===== src/hw/rtl/bdmc_pkg.sv =====
package bdmc_pkg;

   localparam int unsigned TIME_W     = 64;
   localparam int unsigned DEBOUNCE_W = 16;
   localparam int unsigned LONG_W     = 16;
   localparam int unsigned COOL_W     = 32;
   localparam int unsigned CSR_DATA_W = 32;
   localparam int unsigned CSR_ADDR_W = 4;

   localparam logic [DEBOUNCE_W-1:0] DEBOUNCE_RESET = 16'd50;
   localparam logic [LONG_W-1:0]     LONG_RESET     = 16'd700;
   localparam logic [COOL_W-1:0]     COOL_RESET     = 32'd60000;

   localparam logic [1:0] REG_DEBOUNCE = 2'd0;
   localparam logic [1:0] REG_LONG     = 2'd1;
   localparam logic [1:0] REG_COOL     = 2'd2;

   typedef enum logic [1:0] {
      ACT_NONE     = 2'd0,
      ACT_MESSAGE  = 2'd1,
      ACT_CLEAR    = 2'd2,
      ACT_ANNOUNCE = 2'd3
   } action_type;

   typedef struct packed {
      logic [DEBOUNCE_W-1:0] debounce_ms;
      logic [LONG_W-1:0]     long_press_ms;
      logic [COOL_W-1:0]     announce_cooldown_ms;
   } cfg_type;

endpackage


===== src/hw/rtl/bdmc_csr.sv =====
module bdmc_csr (
   input  logic                                clock,
   input  logic                                reset,
   input  logic                                psel,
   input  logic                                penable,
   input  logic                                pwrite,
   input  logic [bdmc_pkg::CSR_ADDR_W-1:0]     paddr,
   input  logic [bdmc_pkg::CSR_DATA_W-1:0]     pwdata,
   output logic [bdmc_pkg::CSR_DATA_W-1:0]     prdata,
   output logic                                pready,
   output bdmc_pkg::cfg_type                   cfg
);
   import bdmc_pkg::*;

   cfg_type    cfg_ff;
   cfg_type    cfg_in;
   logic       wr_en;
   logic [1:0] reg_sel;

   assign pready  = 1'b1;
   assign wr_en   = psel & penable & pwrite;
   assign reg_sel = paddr[CSR_ADDR_W-1:2];
   assign cfg     = cfg_ff;

   always_comb begin
      cfg_in = cfg_ff;
      if (wr_en) begin
         case (reg_sel)
            REG_DEBOUNCE: cfg_in.debounce_ms = pwdata[DEBOUNCE_W-1:0];
            REG_LONG:     cfg_in.long_press_ms = pwdata[LONG_W-1:0];
            REG_COOL:     cfg_in.announce_cooldown_ms = pwdata[COOL_W-1:0];
            default:      cfg_in = cfg_ff;
         endcase
      end
   end

   always_comb begin
      case (reg_sel)
         REG_DEBOUNCE: prdata = CSR_DATA_W'(cfg_ff.debounce_ms);
         REG_LONG:     prdata = CSR_DATA_W'(cfg_ff.long_press_ms);
         REG_COOL:     prdata = CSR_DATA_W'(cfg_ff.announce_cooldown_ms);
         default:      prdata = '0;
      endcase
   end

   always_ff @(posedge clock) begin
      if (reset) begin
         cfg_ff.debounce_ms          <= DEBOUNCE_RESET;
         cfg_ff.long_press_ms        <= LONG_RESET;
         cfg_ff.announce_cooldown_ms <= COOL_RESET;
      end else begin
         cfg_ff <= cfg_in;
      end
   end

endmodule


===== src/hw/rtl/bdmc_step.sv =====
module bdmc_step #(
   parameter int unsigned MENU_ENTRIES = 4
) (
   input  logic                            clock,
   input  logic                            reset,
   input  logic                            step_en,
   input  logic                            level,
   input  logic [bdmc_pkg::TIME_W-1:0]     now,
   input  bdmc_pkg::cfg_type               cfg,
   output bdmc_pkg::action_type            action,
   output logic                            open_next,
   output logic [1:0]                      sel_next
);
   import bdmc_pkg::*;

   localparam int unsigned SEL_W = $clog2(MENU_ENTRIES);
   localparam logic [SEL_W-1:0] SEL_LAST = SEL_W'(MENU_ENTRIES - 1);
   localparam logic [SEL_W-1:0] SEL_MESSAGE  = SEL_W'(1);
   localparam logic [SEL_W-1:0] SEL_ANNOUNCE = SEL_W'(2);
   localparam logic [SEL_W-1:0] SEL_CLEAR    = SEL_W'(3);

   logic              last_raw_ff, last_raw_in;
   logic [TIME_W-1:0] lct_ff, lct_in;
   logic              stable_ff, stable_in;
   logic              armed_ff, armed_in;
   logic              used_ff, used_in;
   logic [TIME_W-1:0] press_ff, press_in;
   logic              open_ff, open_in;
   logic [SEL_W-1:0]  sel_ff, sel_in;
   logic              ann_once_ff, ann_once_in;
   logic [TIME_W-1:0] ann_time_ff, ann_time_in;

   logic [TIME_W:0] deb_sub, press_sub, ann_sub;
   logic            changed, settled, is_short, cool_ok;
   logic            do_open, do_choose, do_step;

   assign changed   = last_raw_ff != level;
   assign deb_sub   = {1'b0, now} - {1'b0, lct_ff};
   assign press_sub = {1'b0, now} - {1'b0, press_ff};
   assign ann_sub   = {1'b0, now} - {1'b0, ann_time_ff};

   assign settled  = changed ? (cfg.debounce_ms == '0)
                             : (!deb_sub[TIME_W] &&
                                deb_sub[TIME_W-1:0] >= TIME_W'(cfg.debounce_ms));
   assign is_short = press_sub[TIME_W] ||
                     (press_sub[TIME_W-1:0] < TIME_W'(cfg.long_press_ms));
   assign cool_ok  = !ann_once_ff ||
                     (!ann_sub[TIME_W] &&
                      ann_sub[TIME_W-1:0] >= TIME_W'(cfg.announce_cooldown_ms));

   // debounce and press classification
   always_comb begin
      stable_in = stable_ff;
      armed_in  = armed_ff;
      used_in   = used_ff;
      press_in  = press_ff;
      do_open   = 1'b0;
      do_choose = 1'b0;
      do_step   = 1'b0;
      if (settled) begin
         if (!level && !stable_ff) begin
            armed_in = 1'b1;
         end else if (stable_ff == level) begin
            if (armed_ff && !used_ff && !is_short) begin
               used_in   = 1'b1;
               do_open   = !open_ff;
               do_choose = open_ff;
            end
         end else begin
            stable_in = level;
            if (level) begin
               press_in = now;
               used_in  = 1'b0;
            end else if (!armed_ff) begin
               armed_in = 1'b1;
            end else if (!used_ff) begin
               do_open   = !open_ff;
               do_step   = open_ff && is_short;
               do_choose = open_ff && !is_short;
            end
         end
      end
   end

   // menu
   always_comb begin
      open_in     = open_ff;
      sel_in      = sel_ff;
      ann_once_in = ann_once_ff;
      ann_time_in = ann_time_ff;
      action      = ACT_NONE;
      if (do_open) begin
         open_in = 1'b1;
         sel_in  = '0;
      end else if (do_step) begin
         sel_in = (sel_ff == SEL_LAST) ? '0 : sel_ff + SEL_W'(1);
      end else if (do_choose) begin
         open_in = 1'b0;
         if (sel_ff == SEL_MESSAGE) begin
            action = ACT_MESSAGE;
         end else if (sel_ff == SEL_CLEAR) begin
            action = ACT_CLEAR;
         end else if (sel_ff == SEL_ANNOUNCE && cool_ok) begin
            action      = ACT_ANNOUNCE;
            ann_once_in = 1'b1;
            ann_time_in = now;
         end
      end
   end

   assign last_raw_in = level;
   assign lct_in      = changed ? now : lct_ff;
   assign open_next   = open_in;
   assign sel_next    = sel_in[1:0];

   always_ff @(posedge clock) begin
      if (reset) begin
         last_raw_ff <= 1'b0;
         lct_ff      <= '0;
         stable_ff   <= 1'b0;
         armed_ff    <= 1'b0;
         used_ff     <= 1'b0;
         press_ff    <= '0;
         open_ff     <= 1'b0;
         sel_ff      <= '0;
         ann_once_ff <= 1'b0;
         ann_time_ff <= '0;
      end else if (step_en) begin
         last_raw_ff <= last_raw_in;
         lct_ff      <= lct_in;
         stable_ff   <= stable_in;
         armed_ff    <= armed_in;
         used_ff     <= used_in;
         press_ff    <= press_in;
         open_ff     <= open_in;
         sel_ff      <= sel_in;
         ann_once_ff <= ann_once_in;
         ann_time_ff <= ann_time_in;
      end
   end

endmodule


===== src/hw/rtl/button_debounce_menu_controller.sv =====
// path: accepted item -> input register -> result register -> rsp_valid
// throughput: 1 item per cycle unless rsp_stall holds the result; all
// state updates in one pass between the input and result registers
// reset: synchronous, clears menu and debounce state and both pipeline
// valids; config registers return to 50, 700 and 60000 ms
module button_debounce_menu_controller #(
   parameter int unsigned MENU_ENTRIES = 4
) (
   input  logic                                clock,
   input  logic                                reset,
   input  logic                                req_valid,
   output logic                                req_stall,
   input  logic                                req_button_level,
   input  logic [bdmc_pkg::TIME_W-1:0]         req_time_ms,
   output logic                                rsp_valid,
   input  logic                                rsp_stall,
   output logic [1:0]                          rsp_menu_action,
   output logic                                rsp_menu_open,
   output logic [1:0]                          rsp_selected_item,
   input  logic                                psel,
   input  logic                                penable,
   input  logic                                pwrite,
   input  logic [bdmc_pkg::CSR_ADDR_W-1:0]     paddr,
   input  logic [bdmc_pkg::CSR_DATA_W-1:0]     pwdata,
   output logic [bdmc_pkg::CSR_DATA_W-1:0]     prdata,
   output logic                                pready
);
   import bdmc_pkg::*;

   cfg_type           cfg;
   logic              in_vld_ff, in_vld_in;
   logic              in_lvl_ff;
   logic [TIME_W-1:0] in_time_ff;
   logic              out_vld_ff, out_vld_in;
   action_type        out_act_ff, step_act;
   logic              out_open_ff, step_open;
   logic [1:0]        out_sel_ff, step_sel;
   logic              out_free, move, take;

   assign out_free   = !out_vld_ff || !rsp_stall;
   assign move       = in_vld_ff && out_free;
   assign req_stall  = in_vld_ff && !out_free;
   assign take       = req_valid && !req_stall;
   assign in_vld_in  = take || (in_vld_ff && !move);
   assign out_vld_in = move || (out_vld_ff && rsp_stall);

   bdmc_csr u_csr (
      .clock   (clock),
      .reset   (reset),
      .psel    (psel),
      .penable (penable),
      .pwrite  (pwrite),
      .paddr   (paddr),
      .pwdata  (pwdata),
      .prdata  (prdata),
      .pready  (pready),
      .cfg     (cfg)
   );

   bdmc_step #(
      .MENU_ENTRIES (MENU_ENTRIES)
   ) u_step (
      .clock     (clock),
      .reset     (reset),
      .step_en   (move),
      .level     (in_lvl_ff),
      .now       (in_time_ff),
      .cfg       (cfg),
      .action    (step_act),
      .open_next (step_open),
      .sel_next  (step_sel)
   );

   always_ff @(posedge clock) begin
      if (reset) begin
         in_vld_ff  <= 1'b0;
         out_vld_ff <= 1'b0;
      end else begin
         in_vld_ff  <= in_vld_in;
         out_vld_ff <= out_vld_in;
      end
      if (take) begin
         in_lvl_ff  <= req_button_level;
         in_time_ff <= req_time_ms;
      end
      if (move) begin
         out_act_ff  <= step_act;
         out_open_ff <= step_open;
         out_sel_ff  <= step_sel;
      end
   end

   assign rsp_valid         = out_vld_ff;
   assign rsp_menu_action   = out_act_ff;
   assign rsp_menu_open     = out_open_ff;
   assign rsp_selected_item = out_sel_ff;

endmodule


===== config.mk =====
export PLATFORM = sky130hd
export DESIGN_NAME = button_debounce_menu_controller
export DESIGN_NICKNAME = d
export VERILOG_FILES = /design/src/hw/rtl/bdmc_pkg.sv /design/src/hw/rtl/bdmc_csr.sv /design/src/hw/rtl/bdmc_step.sv /design/src/hw/rtl/button_debounce_menu_controller.sv
export SDC_FILE = /design/constraint.sdc
export NUM_CORES = 1
export LEC_CHECK = 0
export BUFFER_PORTS_ARGS = -buffer_cell sky130_fd_sc_hd__buf_2
export CORE_MARGIN = 2
export CORE_UTILIZATION = 40
export CTS_CLUSTER_DIAMETER = 30
export DETAILED_ROUTE_END_ITERATION = 8
export GPL_TIMING_DRIVEN = 0
export SLEW_MARGIN = 20
export SYNTH_ARGS = -nofsm -noshare
export SYNTH_HDL_FRONTEND = slang
export SYNTH_SLANG_ARGS = --single-unit

===== constraint.sdc =====
create_clock -name clock -period 7.2 [get_ports clock]
set_input_delay 0.72 -clock clock [delete_from_list [all_inputs] [get_ports clock]]
set_output_delay 0.72 -clock clock [all_outputs]
set_load 0.05 [all_outputs]

# After elaboration in Yosys (flattened, before gate mapping)
# Index checks and enable logic that the tools add are counted.
# Widths: inputs -> output; s select.
dict set report op_classes {
  muxes 37
  n_reduce_logical 45
  bitwise 9
  eq_ne 10
  magnitude_cmp 3
  add_sub_neg 4
}
# cell n
set ops {}
lappend ops {{$sub 64x64->65} 3}
lappend ops {{$pmux 32 s3} 1}
lappend ops {{$ge 64x16->1} 1}
lappend ops {{$ge 64x32->1} 1}
lappend ops {{$lt 64x16->1} 1}
lappend ops {{$mux 1} 31}
lappend ops {{$logic_not 16->1} 1}
lappend ops {{$logic_and 1x1->1} 13}
lappend ops {{$logic_not 1->1} 13}
lappend ops {{$mux 2} 5}
lappend ops {{$reduce_and 5->1} 2}
lappend ops {{$reduce_and 2->1} 4}
lappend ops {{$reduce_and 4->1} 2}
lappend ops {{$not 1->1} 7}
lappend ops {{$reduce_and 7->1} 1}
lappend ops {{$eq 2x2->1 const B} 3}
lappend ops {{$logic_or 1x1->1} 5}
lappend ops {{$eq 2x1->1 const B} 2}
lappend ops {{$ne 2x1->1 const B} 2}
lappend ops {{$reduce_or 4->1} 1}
lappend ops {{$reduce_or 3->1} 1}
lappend ops {{$add 2x1->2 const B} 1}
lappend ops {{$and 1x1->1} 2}
lappend ops {{$logic_not 2->1} 1}
lappend ops {{other kinds (4)} 4}
dict set report word_totals {
  word_cells 129
  ff_bits 336
}

# Depth between registers and ports, before layout
dict set report depth {
  word_depth 14
  depth_mapped 29
  ltp_nobuf 27
}

# Modules after synthesis
# From an unflattened synthesis, not the netlist that was laid out.
dict set report unflattened {
  cells_unflattened 3713
  hier_area_um2 28202.0
}
# module area_each_um2 seq_area_each_um2 instances cells_per_inst
set by_module_without_submodules {}
lappend by_module_without_submodules {bdmc_step 22863.2 4003.8 1 3299}
lappend by_module_without_submodules {bdmc_csr 3150.5 1281.2 1 334}
lappend by_module_without_submodules {button_debounce_menu_controller 2188.3 2142.1 1 80}

# Least setup slack after synthesis
# Ideal clock, no wire load.
dict set report synth_timing {
  path_type {reg-to-reg}
  startpoint {register in_time_ff[0]}
  endpoint {register u_step.press_ff[15]}
  setup_time_ns 0.128
  slack_ns 1.707
  stages_incl_launch_ff 26
  t_arrival_ns 5.366
  period_less_slack_ns 5.493
  t_required_ns 7.072
  n_path_buf 2
  path_cell_list {edfxtp_1 -> inv_1 -> ha_1 -> inv_1 -> fa_1 -> a21o_1 -> a221o_1 -> nor2b_1 -> a21bo_2 -> xor2_1 -> ha_1 -> nor2b_1 -> o21ai_0 -> o2111ai_1 -> or4_1 -> nor4_1 -> nand4_1 -> or4_1 -> nor4_1 -> nand4_1 -> o21a_1 -> nand2_1 -> buf_4 -> buf_6 -> mux2i_1 -> nor2_1}
}
dict set report synth_between {
  elab_chain_cells 5
  word_cells_on_any_way 6
}
# element line
set synth_lines {}
lappend synth_lines {{start, declared} button_debounce_menu_controller.sv:33} ;# logic [TIME_W-1:0] in_time_ff;
lappend synth_lines {{start signal, assigned} button_debounce_menu_controller.sv:84} ;# in_time_ff <= req_time_ms;
lappend synth_lines {{$sub 64x64->65 *} bdmc_step.sv:38} ;# assign deb_sub = {1'b0, now} - {1'b0, lct_ff};
lappend synth_lines {{$ge 64x16->1 / $logic_not 1->1 (equally long branches)} {bdmc_step.sv:44, bdmc_step.sv:43}}
lappend synth_lines {{$logic_and 1x1->1 *} bdmc_step.sv:43} ;# : (!deb_sub[TIME_W] &&
lappend synth_lines {{$mux 1 *} bdmc_step.sv:42} ;# assign settled = changed ? (cfg.debounce_ms == '0)
lappend synth_lines {{$reduce_and 5->1 (no line) *} -}
lappend synth_lines {{end signal, assigned} bdmc_step.sv:134} ;# press_ff <= press_in;
lappend synth_lines {{end, declared} bdmc_step.sv:27} ;# logic [TIME_W-1:0] press_ff, press_in;
# Mark *: on every way between the ends. The rest lies on a longest branch, timed or not.
# A chain may end at the register's enable or synchronous reset.

# Worst setup path after layout
dict set report layout_timing {
  startpoint {register in_time_ff[0]}
  endpoint {register u_step.ann_time_ff[6]}
}
dict set report layout_between {
  elab_chain_cells 12
  word_cells_on_any_way 38
}
# element line
set layout_lines {}
lappend layout_lines {{$sub 64x64->65} bdmc_step.sv:39} ;# assign press_sub = {1'b0, now} - {1'b0, press_ff};
lappend layout_lines {{$lt 64x16->1} bdmc_step.sv:46} ;# (press_sub[TIME_W-1:0] < TIME_W'(cfg.long_press_ms));
lappend layout_lines {{$logic_or 1x1->1} bdmc_step.sv:45} ;# assign is_short = press_sub[TIME_W] ||
lappend layout_lines {{$logic_not 1->1 / $logic_and 1x1->1 (equally long branches)} {bdmc_step.sv:64, bdmc_step.sv:79, bdmc_step.sv:78}}
lappend layout_lines {{$logic_and 1x1->1 / $mux 1 (equally long branches)} {bdmc_step.sv:79, bdmc_step.sv:76}}
lappend layout_lines {{$mux 1, on equally long branches} {bdmc_step.sv:76, bdmc_step.sv:74}}
lappend layout_lines {{$mux 1, on equally long branches} {bdmc_step.sv:74, bdmc_step.sv:71}}
lappend layout_lines {{$mux 1, on equally long branches} {bdmc_step.sv:71, bdmc_step.sv:63}}
lappend layout_lines {{$mux 1, on equally long branches} {bdmc_step.sv:63, bdmc_step.sv:61}}
lappend layout_lines {{$mux 1, on equally long branches} {bdmc_step.sv:61, bdmc_step.sv:60}}
lappend layout_lines {{$mux 1 / $not 1->1 (equally long branches)} -}
lappend layout_lines {{$reduce_and 7->1 (no line) *} -}
lappend layout_lines {{end signal, assigned} bdmc_step.sv:138} ;# ann_time_ff <= ann_time_in;
lappend layout_lines {{end, declared} bdmc_step.sv:31} ;# logic [TIME_W-1:0] ann_time_ff, ann_time_in;
# Marks and branches as above.

==> reports/metrics.yaml <==
yosys:
  synth_edf_count: 70
  avgSynthCellArea_sq_um: 7.52
  yosysUniqueCellTypes: 82
  async_reset_ff_share_pct: 0
  syn-cell-area_sq_um: 27200
  yosys_warnings: 0
  synthesis.nets: 3991
  ys_seq_elements: 336
  synth_flop_cell: "dfxtp_1"
  synth-seq-area-share_pct: 27.3
  syn_inst: 3620
drt:
  ant_nets: 0
  wl_mm: 93.1
  drt_iter0_drc: 2146
  post_drt_wl_per_cell_um: 19.5
  vias: 27100
  drt_pre_antenna_iters: 6
  drc: 0
  vias_per_cell: 5.67
global_routing:
  grt_max_degree: 28
  grt_pass1_wl_mm: 143
  grtUsageTotal_pct: 25.9
  antenna_found_initial: 1
  grt_pass1_vias: 25400
  overflow: 0
setup_path:
  worst_setup_path_start_kind: "register"
  critPathKind: "reg2reg"
  regToRegSetupSlack_ns: 0.21
  slowest_delay_ns: 0.61
  required_ns: 7.67
  arrival_ns: 7.46
  critical_path.max_fanout: 10
  cp_slowest_cell: "or4_1"
  crit_path_end_kind: "register"
  crit_top_cell: "nor2_1"
timing:
  clock.fmax_mhz: 143
  max_slew_margin_pct: 27.9
  tightest_slew_ns: 1.08
  timing_hold_violations_final: 0
  fin_crit_sh_pct: 97.1
  fin_skew_ns: 0.0280
  slew_violations: 0
  layout_min_cycle_time_ns: 6.99
  setup_viol: 0
floorplan:
  die_area_sq_um: 70200
  die_w_um: 265
  io_pins: 148
  initial_core_util_pct: 40.5
  die_height_um: 265
  rows: 95
  coreArea_sq_um: 67300
placement:
  portBuffers: 143
  hpwl_mm: 75.4
  gp_congestion: 0.970
  post_dp_cell_area_sq_um: 29100
power:
  switching_share_pct: 29.6
  vdd_drop_max_mv: 0.184
  intPower_mw: 4.91
  pwr-share-clk_pct: 51.6
  cellPowerDensity_nw_per_um2: 219
  seqPwrFrac_pct: 29.7
  finalPower_mw: 6.98
  p_leak_nw: 12.3
  switching_power_mw: 2.06
  comb_power_share_pct: 18.7
clock_tree:
  clkLatencyLatePin_ns: 0.61
  clockBufferDepth: 3
  cts_tree: "built"
  path_clk_slew_ns: 0.05
  cts_buffers: 74
  clkSinkCount: 336
  cts_hold_buf: 0
  cts_max_level: 3
  root_buffer: "clkbuf_16"
status:
  status: "completed"
flow_run:
  drv_cap: 0
final_layout:
  fin_nets: 4215
  drive_gt1_share_pct: 8.81
  syn_to_final_growth_pct: 17.2
  mostFrequentLayoutCell: "nand2_1"
  final_cell_mix: "510 x nand2_1, 403 x a21oi_1, 336 x nor2_1, 319 x inv_1, 266 x dfxtp_1"
  final_cell_area_sq_um: 31900
  diodes: 0
min_path:
  hold_path_class: "in2reg"
-- registers in the layout, indices dropped and copies added, names as in the netlist, 2 cells and up --
register	flops
in_time_ff	64
rsp_menu_action	2
rsp_selected_item	2
u_csr.cfg	64
u_step.ann_time_ff	64
u_step.lct_ff	64
u_step.press_ff	64
u_step.sel_ff	2
-- critical path, delay by kind of cell (launching register included) --
family / cells / cell delay, ns
DFF: 1 / 0.52
adders and majority gates: 3 / 0.88
and+or+nand+nor: 12 / 2.79
xor gates and xnor gates: 1 / 0.18
muxes: 1 / 0.18
AOI/OAI and AO/OA: 5 / 1.37
buffers and inverters: 5 / 0.91
-- what timing repair did --
item	CTS	global route
gates cloned	0	0
setup endpoints to repair	132	135
gates resized for setup	10	10
pin swaps	0	5
setup buffers	0	2
-- synthesized netlist by cell type, types with 16 or more instances --
library cell	n	area share (%)
nand2_1	510	7.0
a21oi_1	404	7.4
nor2_1	336	4.6
inv_1	320	4.4
dfxtp_1	266	20
ha_1	260	12
o21ai_0	197	3.6
mux2i_1	153	5.6
clkbuf_1	145	2.0
nand4_1	94	2.2
xnor2_1	72	2.3
edfxtp_1	70	7.7
a21o_1	60	1.7
xor2_1	55	1.8
nor3_1	53	0.97
o211ai_1	49	1.4
nand3_1	48	0.88
o21a_1	41	1.1
o21bai_1	31	0.85
a211oi_1	30	0.83
nor4_1	29	0.67
and2_1	24	0.55
nand2b_1	23	0.53
a31oi_1	22	0.51
nor2b_1	21	0.48
or3_1	20	0.46
o2111ai_1	18	0.58
o31ai_1	16	0.44
-- path summary, 6_finish.rpt --
check | from | to | cells after the start
max | in_time_ff[0] | u_step.ann_time_ff[6] | 27
min | req_time_ms[18] | in_time_ff[18] | 1
max reg2reg | in_time_ff[0] | u_step.ann_time_ff[6] | 27
min reg2reg | u_step.lct_ff[46] | u_step.lct_ff[46] | 2
-- routing by layer --
metal	wire, um	global-route usage, %
met5	0	0
met4	3700	11.3
met3	5630	3.15
met2	41500	41.4
met1	42300	35.1
-- power by group through the flow --
| stage | sequential [mW] | combinational, mW | clock [mW] |
|---|---|---|---|
| 5_1_grt | 2.07 | 1.44 | 3.76 |
| 3_3_place_gp | 2.10 | 1.26 | 0 |
| 3_5_place_dp | 2.10 | 1.27 | 0 |
| 2_1_floorplan | 2.06 | 0.903 | 0 |
| 6_report | 2.07 | 1.31 | 3.60 |
| 4_1_cts | 2.07 | 1.28 | 3.66 |
-- kinds of logic after synthesis --
kind of cell / count (synthesis) / share of synthesized area (%)
simple gates: 1230 / 20.3
compound gates: 1017 / 23.2
buf+inv: 489 / 7.10
flops: 336 / 27.3
fa+ha+maj: 263 / 12.2
mux: 157 / 5.79
xor+xnor: 127 / 4.08
other cells: 1 / 0.0138
-- final cells by class --
class	instances	area [sq um]
clock inverters	49	647
inverters	320	1200
repair buffers	148	776
clock buffers	89	2050
plain buffers	169	736
well taps	873	1090
multi-input cells	2795	18000
flip-flops and latches	336	7430
fillers	6869	35400
-- through the flow --
step	hold WS, ns	utilization, %	std cells	setup slack (ns)	setup TNS (ns)
2_1_floorplan	0.436	-	3620	1.71	0
3_3_place_gp	0.443	43.2	4636	-0.924	-79.31
6_report	0.286	47.4	4779	0.212	0
5_1_grt	0.274	47.4	4779	-0.00536	-0.0114
4_1_cts	0.256	47.3	4777	0.00491	0
3_5_place_dp	0.446	43.3	4639	-0.584	-53.41
Note: power is estimated with default switching activity, not from simulation.
